[config.mk]
export PLATFORM = sky130hd
export DESIGN_NAME = pwam_ctrl
export DESIGN_NICKNAME = d
export VERILOG_FILES = /design/src/pwam_pkg.sv /design/src/pwam_ctrl.sv
export SDC_FILE = /design/constraint.sdc
export NUM_CORES = 1
export LEC_CHECK = 0
export ABC_AREA = 1
export BUFFER_PORTS_ARGS = -buffer_cell sky130_fd_sc_hd__buf_2
export CAP_MARGIN = 25
export CORE_MARGIN = 5
export CORE_UTILIZATION = 46
export DETAILED_ROUTE_END_ITERATION = 10
export GPL_TIMING_DRIVEN = 0
export PLACE_DENSITY_LB_ADDON = 0.2
export RECOVER_POWER = 50
export SLEW_MARGIN = 20
export SYNTH_ARGS = -nofsm -noshare
export SYNTH_HDL_FRONTEND = slang
export SYNTH_SLANG_ARGS = --single-unit
[constraint.sdc]
create_clock -name clk -period 3.5 [get_ports clk]
set_clock_uncertainty 0.1 [all_clocks]
set_input_delay 0.7 -clock clk [delete_from_list [all_inputs] [get_ports clk]]
set_output_delay 0.7 -clock clk [all_outputs]
set_load 0.02 [all_outputs]
[src/pwam_pkg.sv]
package pwam_pkg;

    localparam int NPIX_DEFAULT      = 4096;
    localparam int ACC_WIDTH_DEFAULT = 48;

    localparam int PIXEL_W   = 12;
    localparam int HIT_W     = 20;
    localparam int WEIGHT_W  = 16;
    localparam int TRIG_W    = 16;
    localparam int DET_OUT_W = 64;
    localparam int THR_W     = 63;
    localparam int MODE_W    = 2;
    localparam int COUNT_W   = 13;
    localparam int INDEX_W   = 12;
    localparam int OP_W      = 2;

    localparam int CFG_INDEX_W = 1;
    localparam int CFG_DATA_W  = 63;

    localparam int SMUL_A_W = 33;
    localparam int SMUL_P_W = 49;
    localparam int DELTA_W  = 28;

    localparam int STEP_W  = 4;
    localparam int SSTEP_W = 3;
    localparam logic [SSTEP_W-1:0] SSTEP_LAST = 3'd4;

    localparam logic [HIT_W-1:0] HIT_MAX = {HIT_W{1'b1}};

    localparam logic [CFG_INDEX_W-1:0] CFG_SOLVER_MODE   = 1'b0;
    localparam logic [CFG_INDEX_W-1:0] CFG_DET_THRESHOLD = 1'b1;

    localparam logic [MODE_W-1:0] MODE_ZERO = 2'd0;
    localparam logic [MODE_W-1:0] MODE_I    = 2'd1;
    localparam logic [MODE_W-1:0] MODE_QU   = 2'd2;
    localparam logic [MODE_W-1:0] MODE_IQU  = 2'd3;
    localparam logic [MODE_W-1:0] MODE_RESET = MODE_IQU;

    typedef enum logic [OP_W-1:0] {
        OP_ACCUM   = 2'd0,
        OP_EVAL    = 2'd1,
        OP_RESTART = 2'd2,
        OP_NONE    = 2'd3
    } op_t;

    typedef enum logic [2:0] {
        SRC_N, SRC_S, SRC_C, SRC_SS, SRC_CC, SRC_SC, SRC_TMP
    } src_t;

    typedef enum logic [2:0] {
        DST_TMP, DST_SET, DST_ADD, DST_ADD2, DST_SUB
    } dst_t;

    typedef struct packed {
        src_t src_a;
        src_t src_b;
        dst_t dst;
        logic last;
    } det_op_t;

    typedef enum logic [2:0] {
        SM_WS, SM_WC, SM_WSS, SM_WCC, SM_WSC
    } smul_op_t;

    typedef enum logic [3:0] {
        ST_CLEAR, ST_IDLE, ST_DISPATCH, ST_ACC_RD, ST_ACC_MUL, ST_ACC_WR,
        ST_EV_RD, ST_EV_LOAD, ST_EV_MSTART, ST_EV_MWAIT, ST_EV_FIN, ST_EV_OUT
    } state_t;

    typedef struct packed {
        logic     capture;
        logic     clr_wr;
        logic     rd;
        logic     acc_wr;
        logic     smul_en;
        smul_op_t smul_op;
        logic     mul_start;
        logic     det_apply;
        det_op_t  det_op;
        logic     fin_det;
        logic     out_load;
    } cmd_t;

    typedef struct packed {
        op_t               op;
        logic              in_range;
        logic [MODE_W-1:0] mode;
        logic              mul_done;
        logic              clr_last;
        logic              out_free;
    } status_t;

    function automatic det_op_t det_program(input logic [MODE_W-1:0] mode,
                                            input logic [STEP_W-1:0] step);
        det_op_t r;
        r = '{SRC_SC, SRC_SC, DST_SUB, 1'b1};
        if (mode == MODE_QU)
        begin
            unique case (step)
                4'd0:    r = '{SRC_SS, SRC_CC, DST_SET, 1'b0};
                default: r = '{SRC_SC, SRC_SC, DST_SUB, 1'b1};
            endcase
        end
        else
        begin
            unique case (step)
                4'd0:    r = '{SRC_N,   SRC_CC, DST_TMP,  1'b0};
                4'd1:    r = '{SRC_TMP, SRC_SS, DST_SET,  1'b0};
                4'd2:    r = '{SRC_C,   SRC_S,  DST_TMP,  1'b0};
                4'd3:    r = '{SRC_TMP, SRC_SC, DST_ADD2, 1'b0};
                4'd4:    r = '{SRC_N,   SRC_SC, DST_TMP,  1'b0};
                4'd5:    r = '{SRC_TMP, SRC_SC, DST_SUB,  1'b0};
                4'd6:    r = '{SRC_C,   SRC_C,  DST_TMP,  1'b0};
                4'd7:    r = '{SRC_TMP, SRC_SS, DST_SUB,  1'b0};
                4'd8:    r = '{SRC_S,   SRC_S,  DST_TMP,  1'b0};
                default: r = '{SRC_TMP, SRC_CC, DST_SUB,  1'b1};
            endcase
        end
        return r;
    endfunction

endpackage

[src/pwam_ctrl.sv]
module pwam_ctrl
    import pwam_pkg::*;
(
    input  logic    clk,
    input  logic    rst_n,
    input  logic    in_valid,
    output logic    in_ready,
    input  status_t status,
    output cmd_t    cmd
);

    state_t               state_reg, state_next;
    logic [STEP_W-1:0]    step_reg, step_next;
    logic [SSTEP_W-1:0]   sstep_reg, sstep_next;

    always_ff @(posedge clk or negedge rst_n)
    begin
        if (!rst_n)
        begin
            state_reg <= ST_CLEAR;
            step_reg  <= '0;
            sstep_reg <= '0;
        end
        else
        begin
            state_reg <= state_next;
            step_reg  <= step_next;
            sstep_reg <= sstep_next;
        end
    end

    always_comb
    begin
        state_next = state_reg;
        step_next  = step_reg;
        sstep_next = sstep_reg;
        in_ready   = 1'b0;
        cmd        = '0;
        cmd.det_op = det_program(status.mode, step_reg);

        unique case (state_reg)
            ST_CLEAR:
            begin
                cmd.clr_wr = 1'b1;
                if (status.clr_last)
                    state_next = ST_IDLE;
            end
            ST_IDLE:
            begin
                in_ready = 1'b1;
                if (in_valid)
                begin
                    cmd.capture = 1'b1;
                    state_next  = ST_DISPATCH;
                end
            end
            ST_DISPATCH:
            begin
                unique case (status.op)
                    OP_ACCUM:   state_next = status.in_range ? ST_ACC_RD : ST_IDLE;
                    OP_EVAL:    state_next = ST_EV_RD;
                    OP_RESTART: state_next = ST_CLEAR;
                    default:    state_next = ST_IDLE;
                endcase
            end
            ST_ACC_RD:
            begin
                cmd.rd      = 1'b1;
                cmd.smul_en = 1'b1;
                cmd.smul_op = SM_WS;
                sstep_next  = SSTEP_W'(1);
                state_next  = ST_ACC_MUL;
            end
            ST_ACC_MUL:
            begin
                cmd.smul_en = 1'b1;
                unique case (sstep_reg)
                    3'd1:    cmd.smul_op = SM_WC;
                    3'd2:    cmd.smul_op = SM_WSS;
                    3'd3:    cmd.smul_op = SM_WCC;
                    default: cmd.smul_op = SM_WSC;
                endcase
                if (sstep_reg == SSTEP_LAST)
                    state_next = ST_ACC_WR;
                else
                    sstep_next = sstep_reg + 1'b1;
            end
            ST_ACC_WR:
            begin
                cmd.acc_wr = 1'b1;
                state_next = ST_IDLE;
            end
            ST_EV_RD:
            begin
                cmd.rd     = 1'b1;
                step_next  = '0;
                state_next = ST_EV_LOAD;
            end
            ST_EV_LOAD:
            begin
                if (!status.in_range || status.mode == MODE_I)
                    state_next = ST_EV_FIN;
                else
                    state_next = ST_EV_MSTART;
            end
            ST_EV_MSTART:
            begin
                cmd.mul_start = 1'b1;
                state_next    = ST_EV_MWAIT;
            end
            ST_EV_MWAIT:
            begin
                if (status.mul_done)
                begin
                    cmd.det_apply = 1'b1;
                    if (cmd.det_op.last)
                        state_next = ST_EV_FIN;
                    else
                    begin
                        step_next  = step_reg + 1'b1;
                        state_next = ST_EV_MSTART;
                    end
                end
            end
            ST_EV_FIN:
            begin
                cmd.fin_det = 1'b1;
                state_next  = ST_EV_OUT;
            end
            ST_EV_OUT:
            begin
                if (status.out_free)
                begin
                    cmd.out_load = 1'b1;
                    state_next   = ST_IDLE;
                end
            end
            default:
            begin
                state_next = ST_IDLE;
            end
        endcase
    end

endmodule

==> flow_summary.yaml, run 1 <==
drt:
  drc_errors: 0
  firstDrtPassIters: 4
  ant_nets: 0
  vias_per_cell: 4.93
  vias: 1212
  totalWireLength_um: 2660
  drt_iter0_markers: 54
  wl_per_cell_um: 10.8
cells_and_area:
  synthToLayoutAreaGrowth_pct: 18.2
  drive_gt1_frac: 0.245
  diodes: 0
  fin_area_um2: 1360
  fillCellCount: 260
  final_nets: 240
timing:
  rsz0062_at_grt: "no"
  period_needed_ns: 2.84
  slew_violations: 0
  finalCritPeriodShare: 0.812
  max_freq_mhz: 352
  slew_headroom: 0.604
  setup_viol_count_final: 0
  finalSetupTns_ns: 0
  hold_viol_final: 0
  whs_ns: 0.301
  tightest_slew_ns: 0.594
worst_setup_path:
  reg2reg_from: "step_reg[0]"
  worstPathRequired_ns: 2.70
  reg2reg_to: "state_reg[1]"
  rrSetupSlack_ns: 1.60
  ff2ff_path_depth: 9
  crit_arrival_ns: 2.04
  end_kind: "output pin"
  path_class: "reg2out"
  start_kind: "flop"
  critPathMaxFanout: 7
outcome:
  status: "finished, final reports clean"
clocking:
  post_cts_buffers: 0
  cts_sinks: 11
  clk_path_buf_depth: 2
  clock_latency_ns: 0.27
  cts_root_buffer: "clkbuf_4"
  post_cts_resized: 0
  cts_tree: "built"
  cts_inserted_buffers: 3
  clk_pin_slew_ns: 0.07
  ctsHoldBuffers: 0
  h-tree-depth: 1
floorplan:
  rows: 18
  ios: 34
  fp.dieArea_um2: 3610
  coreArea_um2: 2430
  die_y_um: 60.1
  start_util: 0.474
  die_w_um: 60.1
global_route:
  grt_use_total: 0.162
  grt_first_pass_wirelength_um: 4530
  gr-total-overflow: 0
  antenna_found_initial: 0
  grt_start_max_net_pins: 12
  grt_pass1_vias: 1116
placement:
  place_congestion: 0.934
  dp_hpwl_um: 2240
  dpl_cell_area_um2: 1360
  numPortBuffers: 33
synthesis:
  ys_seq_elements: 11
  avgSynthCellArea_um2: 6.44
  yosys_warnings: 0
  synth_cells: 179
  synth_area_um2: 1150
  syn_nets: 202
  synth_cell_types: 23
  yosysSeqAreaShare: 0.239
pwr:
  p_total_uw: 762
  leakage_uw: 0.000820
  ir_drop_v: 0.000362
  power_density_nw_per_um2: 559
min_path:
  hp-class: "in2async"
run:
  maxCapViolCount: 0
logic make-up (layout without fill, tap and decap cells):
family	Yosys count	in the layout	share of synthesized area
simple gates	98	98	0.398
buf+inv	34	71	0.114
compound gates	23	23	0.111
fa+ha+maj	12	12	0.130
flops	11	11	0.239
xor+xnor	1	1	0.00760
cell usage in the layout (no fill, tap or decap), drive strengths merged:
cell type / Yosys / layout
nor3: 2 / 2
dfrtp: 11 / 11
nand3b: 1 / 1
a21oi: 6 / 6
nand3: 12 / 12
inv: 32 / 32
nand2: 50 / 50
nor2: 31 / 31
nand4: 2 / 2
o21ai: 15 / 15
clkbuf: 0 / 5
buf: 1 / 33
o31ai: 2 / 2
clkinv: 1 / 1
ha: 12 / 12
xor2: 1 / 1
final cells by class:
class,count,area [um^2],area share
flip-flops and latches,11,275,0.202
inverters,33,124,0.0909
clock buffers,4,26.3,0.0193
well taps,30,37.5,0.0275
plain buffers,1,7.51,0.00551
repair buffers,33,164,0.120
multi-input cells,134,728,0.534
metal layers:
layer  share of wire  wire, um  global-route usage  vias to the layer above
li1                -         -                   -                      635
met1            0.44      1170               0.199                      527
met2            0.46      1220               0.282                       45
met3           0.085       226              0.0216                        5
met4           0.017        44              0.0665                        0
met5               0         0                   0                        -
synth_stat cells:
cell type / n / area [um^2]
nand2_1: 44 / 165
nor2_1: 27 / 101
inv_1: 26 / 97.6
ha_1: 12 / 150
dfrtp_1: 11 / 275
nand3_1: 9 / 45.0
o21ai_1: 8 / 40.0
a21oi_1: 6 / 30.0
inv_2: 6 / 22.5
nand2_2: 6 / 37.5
o21ai_0: 5 / 25.0
nand3_2: 3 / 30.0
nor2_2: 2 / 12.5
nor2_4: 2 / 22.5
nor3_1: 2 / 10.0
o21ai_2: 2 / 17.5
o31ai_1: 2 / 15.0
buf_4: 1 / 7.51
clkinv_1: 1 / 3.75
nand3b_1: 1 / 7.51
nand4_1: 1 / 6.26
nand4_4: 1 / 21.3
xor2_1: 1 / 8.76
power breakdown:
group          total, uW  leakage (uW)  switching (uW)  internal [uW]
Clock               87.1     0.0000150            42.9           44.2
Combinational        478      0.000658             324            155
Sequential           196      0.000147            36.9            159
Total                762      0.000820             403            358
per-stage QoR:
stage	cells	setup WS, ns	util
final	246	0.659	0.560
after global routing	246	0.412	0.560
after detailed placement	242	0.984	0.557
after CTS	246	0.876	0.568
after floorplan	179	1.09	-
after global placement	242	1.02	0.557
worst max-delay path, cell delays in order, from the launching register on:
cell	delay [ns]
dfrtp_1	0.47
inv_1	0.14
ha_1	0.20
inv_1	0.07
o21ai_0	0.39
inv_1	0.08
nor2_1	0.16
a21oi_1	0.09
buf_2	0.16
worst max-delay path by stage:
stage | start | to | slack [ns]
after CTS | step_reg[0] | cmd[5] | 0.88
after floorplan | status[4] | cmd[11] | 1.09
after global placement | status[3] | cmd[3] | 1.02
after detailed placement | status[3] | cmd[3] | 0.98
after global routing | step_reg[0] | cmd[5] | 0.41
final | step_reg[0] | cmd[5] | 0.66
Note: power is estimated with default switching activity, not from simulation.
==> run 2: changes to the inputs <==
==> constraint.sdc (replaced) <==
create_clock -name clk -period 2.7 [get_ports clk]
set_clock_uncertainty 0.1 [all_clocks]
set_input_delay 0.54 -clock clk [delete_from_list [all_inputs] [get_ports clk]]
set_output_delay 0.54 -clock clk [all_outputs]
set_load 0.02 [all_outputs]
==> flow_summary.yaml, run 2 (synthesis gave the netlist of run 1 again) <==
clocking:
  ctsHoldBuffers: 0
  cts_sinks: 11
  clock_latency_ns: 0.27
  cts_inserted_buffers: 3
  clk_path_buf_depth: 2
  post_cts_resized: 0
  cts_tree: "built"
  h-tree-depth: 1
  post_cts_buffers: 0
  cts_root_buffer: "clkbuf_4"
  clk_pin_slew_ns: 0.07
floorplan:
  start_util: 0.474
  rows: 18
  die_w_um: 60.1
  fp.dieArea_um2: 3610
  coreArea_um2: 2430
  ios: 34
  die_y_um: 60.1
drt:
  drt_iter0_markers: 46
  vias_per_cell: 4.93
  wl_per_cell_um: 10.9
  firstDrtPassIters: 4
  totalWireLength_um: 2670
  ant_nets: 0
  vias: 1214
  drc_errors: 0
pwr:
  power_density_nw_per_um2: 730
  ir_drop_v: 0.000470
  leakage_uw: 0.000819
  p_total_uw: 987
worst_setup_path:
  crit_arrival_ns: 1.78
  critPathMaxFanout: 7
  ff2ff_path_depth: 6
  end_kind: "output pin"
  reg2reg_to: "state_reg[3]"
  start_kind: "flop"
  rrSetupSlack_ns: 0.82
  reg2reg_from: "state_reg[3]"
  path_class: "reg2out"
  worstPathRequired_ns: 2.06
timing:
  tightest_slew_ns: 0.598
  finalCritPeriodShare: 0.895
  period_needed_ns: 2.42
  hold_viol_final: 0
  slew_violations: 0
  rsz0062_at_grt: "no"
  slew_headroom: 0.601
  max_freq_mhz: 414
  finalSetupTns_ns: 0
  setup_viol_count_final: 0
cells_and_area:
  most-common-layout-cells: "nand2_1 (45), buf_2 (32), nor2_1 (28)"
  fillCellCount: 260
  layout.cells.non_filler: 246
  drive_gt1_frac: 0.245
  layout.cells.most_common: "nand2_1"
  diodes: 0
  synthToLayoutAreaGrowth_pct: 17.3
  final_nets: 240
global_route:
  grt_use_total: 0.162
  antenna_found_initial: 0
  grt_pass1_vias: 1116
  gr-total-overflow: 0
  grt_first_pass_wirelength_um: 4530
  grt_start_max_net_pins: 12
placement:
  dp_hpwl_um: 2240
  numPortBuffers: 33
  dp_cells: 242
  place_congestion: 0.934
outcome:
  status: "finished, final reports clean"
min_path:
  hp-class: "in2async"
run:
  maxCapViolCount: 0
run 2: cell types whose count changed in the layout (fill, tap and decap cells not counted):
cell / before / now
nand4_4: 1 / 0
nand4_1: 1 / 2
o21ai_1: 4 / 5
o21ai_0: 11 / 9
o21ai_2: 0 / 1
run 2: worst max-delay path by stage:
stage / startpoint / endpoint / slack [ns] / cells past startpoint
after floorplan: step_reg[0] / cmd[11] / 0.45 / 7
after global placement: status[3] / cmd[3] / 0.54 / 7
after detailed placement: status[3] / cmd[3] / 0.50 / 7
after CTS: step_reg[0] / cmd[5] / 0.24 / 8
after global routing: step_reg[0] / cmd[5] / 0.13 / 8
final: step_reg[0] / cmd[5] / 0.28 / 8
run 2: layout make-up:
type                    count  area (um^2)  share of cell area
plain buffers               1         7.51             0.00556
clock buffers               4         26.3              0.0194
multi-input cells         134          717               0.531
well taps                  30         37.5              0.0278
inverters                  33          124              0.0917
repair buffers             33          164               0.121
flip-flops and latches     11          275               0.204
run 2: routing by layer:
| metal | share of wire | vias up | GRT usage | wire length (um) |
|---|---|---|---|---|
| li1 | - | 637 | - | - |
| met1 | 0.45 | 531 | 0.199 | 1210 |
| met2 | 0.46 | 42 | 0.282 | 1220 |
| met3 | 0.076 | 4 | 0.0216 | 203 |
| met4 | 0.014 | 0 | 0.0665 | 37 |
| met5 | 0 | - | 0 | 0 |
run 2: report_power, final:
part | switching, uW | internal [uW] | leakage [uW]
logic | 420 | 201 | 0.000657
registers | 48.0 | 207 | 0.000147
clock network | 54.5 | 57.2 | 0.0000150
total | 522 | 464 | 0.000819
run 2: metrics by stage:
step / utilization / instance area, um^2 / setup slack (ns) / hold WS (ns)
detailed placement: 0.557 / 1360 / 0.504 / 0.322
global placement: 0.557 / 1360 / 0.541 / 0.318
floorplan: - / 1150 / 0.454 / 0.144
finish: 0.556 / 1350 / 0.284 / 0.146
global route: 0.556 / 1350 / 0.126 / 0.194
CTS: 0.568 / 1380 / 0.236 / 0.0270
run 2: critical path, stage by stage (launching register included):
cell and delay, ns:
dfrtp_1 0.47, inv_1 0.14, ha_1 0.20, inv_1 0.09, o21ai_2 0.16, inv_1 0.05
nor2_1 0.15, a21oi_1 0.09, buf_2 0.16
==> run 3: changes to the inputs <==
--- a/config.mk
+++ b/config.mk
@@ -6,11 +6,11 @@
 export NUM_CORES = 1
 export LEC_CHECK = 0
 export ABC_AREA = 1
-export BUFFER_PORTS_ARGS = -buffer_cell sky130_fd_sc_hd__buf_2
 export CAP_MARGIN = 25
-export CORE_MARGIN = 5
+export CORE_MARGIN = 1.5
 export CORE_UTILIZATION = 46
 export DETAILED_ROUTE_END_ITERATION = 10
+export DONT_BUFFER_PORTS = 1
 export GPL_TIMING_DRIVEN = 0
 export PLACE_DENSITY_LB_ADDON = 0.2
 export RECOVER_POWER = 50
==> flow_summary.yaml, run 3 (synthesis gave the netlist of run 1 again) <==
global_route:
  gr-total-overflow: 0
  grt.met1_usage: 0.234
  grt_start_max_net_pins: 12
  grt_pass1_vias: 995
  top_usage_layer: "met2"
  grt_use_met2: 0.354
  antenna_found_initial: 0
  gr-usage-met3: 0.0650
  grt_first_pass_wirelength_um: 4110
  grt_use_total: 0.201
pwr:
  p_sw_frac: 0.548
  leakage_uw: 0.000672
  intPower_uw: 418
  ir_drop_v: 0.000533
  p_comb_frac: 0.603
  p_clk_frac: 0.118
  power_density_nw_per_um2: 770
  p_switching_uw: 508
  pwr-share-seq: 0.279
placement:
  numPortBuffers: 0
  place_congestion: 0.858
  dp_hpwl_um: 2120
worst_setup_path:
  crit_chain: "inv_1 > ha_1 > inv_1 > nor2_1 > nand2_1 > nand2_1 > o21ai_2"
  max_stage_delay_ns: 0.48
  end_kind: "output pin"
  crit_buf_inv: 2
  critPathTopFamily: "flip-flops"
  crit_arrival_ns: 1.86
  critPathMaxFanout: 7
  rrSetupSlack_ns: 0.87
  start_kind: "flop"
  cp.depth: 7
  cpMaxStageDelayCell: "dfrtp_1"
  ff2ff_path_depth: 6
  path_class: "reg2out"
  worstPathRequired_ns: 2.06
cells_and_area:
  final_nets: 208
  layout.cells.most_common: "nand2_1"
  synthToLayoutAreaGrowth_pct: 4.34
  most-common-layout-cells: "nand2_1 (45), nor2_1 (28), inv_1 (26)"
  drive_gt1_frac: 0.125
  diodes: 0
  finalCoreUtilization: 0.523
  fillCellCount: 249
timing:
  max_freq_mhz: 400
  hold_viol_final: 0
  setup_viol_count_final: 0
  slew_headroom: 0.534
  finalSetupTns_ns: 0
  period_needed_ns: 2.50
  slew_violations: 0
  rsz0062_at_grt: "no"
  tightest_slew_ns: 0.693
  finalCritPeriodShare: 0.925
drt:
  vias_per_cell: 5.24
  totalWireLength_um: 2520
  drc_errors: 0
  firstDrtPassIters: 4
  ant_nets: 0
  drt_iter0_markers: 12
  wl_per_cell_um: 11.9
  vias: 1110
clocking:
  cts_root_buffer: "clkbuf_4"
  clk_pin_slew_ns: 0.07
  cts_inserted_buffers: 3
  post_cts_buffers: 0
  h-tree-depth: 1
  cts_tree: "built"
  clock_latency_ns: 0.26
  cts_sinks: 11
  clk_path_buf_depth: 2
floorplan:
  coreArea_um2: 2300
  die_y_um: 53.1
  die_w_um: 53.1
  start_util: 0.502
  rows: 17
  fp.dieArea_um2: 2810
  ios: 34
min_path:
  hold_path_depth: 3
  hp-class: "in2reg"
run:
  maxCapViolCount: 0
outcome:
  status: "finished, final reports clean"
run 3: cell types whose count changed in the layout (fill, tap and decap cells not counted), sizes merged:
cell / previous run / this run
dlygate4sd3: 0 / 1
buf: 33 / 1
clkbuf: 5 / 4
run 3: worst register-to-register path, cell delays in order, from the launching register on:
cell	delay, ns
dfrtp_1	0.45
nor2_1	0.34
nand3_1	0.22
o21ai_0	0.37
nor2_2	0.11
nand2_1	0.08
nand2_1	0.05
run 3: what timing repair did:
action                                  CTS  global route
hold buffers                              1             0
hold endpoints to repair                 11             0
endpoints found under the setup margin    1             1
resized for setup                         1             2
run 3: worst paths after layout:
kind / startpoint / end
min in group asynchronous: rst_n / state_reg[3]
hold / removal: status[0] / state_reg[1]
max in group asynchronous: rst_n / step_reg[1]
setup reg to reg: state_reg[3] / state_reg[3]
setup / recovery: step_reg[0] / cmd[10]
hold reg to reg: sstep_reg[1] / sstep_reg[1]
run 3: area by class of cell:
cell class	count	area, um^2	area share
buffer	1	7.51	0.00624
clock buffer	4	26.3	0.0219
inverter	33	124	0.103
multi-input combinational	134	724	0.602
sequential	11	275	0.229
tap	28	35.0	0.0291
timing repair buffer	1	10.0	0.00832
run 3: stage by stage:
stage | cell area (um^2) | hold WS [ns] | power (uW) | std cells | setup slack, ns
2_1_floorplan | 1150 | 0.144 | 732 | 179 | 0.454
3_3_place_gp | 1190 | 0.145 | 816 | 207 | 0.285
3_5_place_dp | 1190 | 0.145 | 831 | 207 | 0.262
4_1_cts | 1220 | 0.383 | 948 | 212 | 0.124
5_1_grt | 1200 | 0.411 | 1030 | 212 | 0.0953
6_report | 1200 | 0.400 | 926 | 212 | 0.203
run 3: power by group through the flow:
stage          Sequential, uW  Combinational, uW  Clock, uW
2_1_floorplan             250                482          0
3_3_place_gp              260                556          0
3_5_place_dp              263                568          0
4_1_cts                   260                575        113
5_1_grt                   265                640        121
6_report                  258                558        110
run 3: routing by layer:
metal	up-vias	wire, um
li1	570	-
met1	509	1050
met2	27	1290
met3	4	143
met4	0	29
met5	-	0
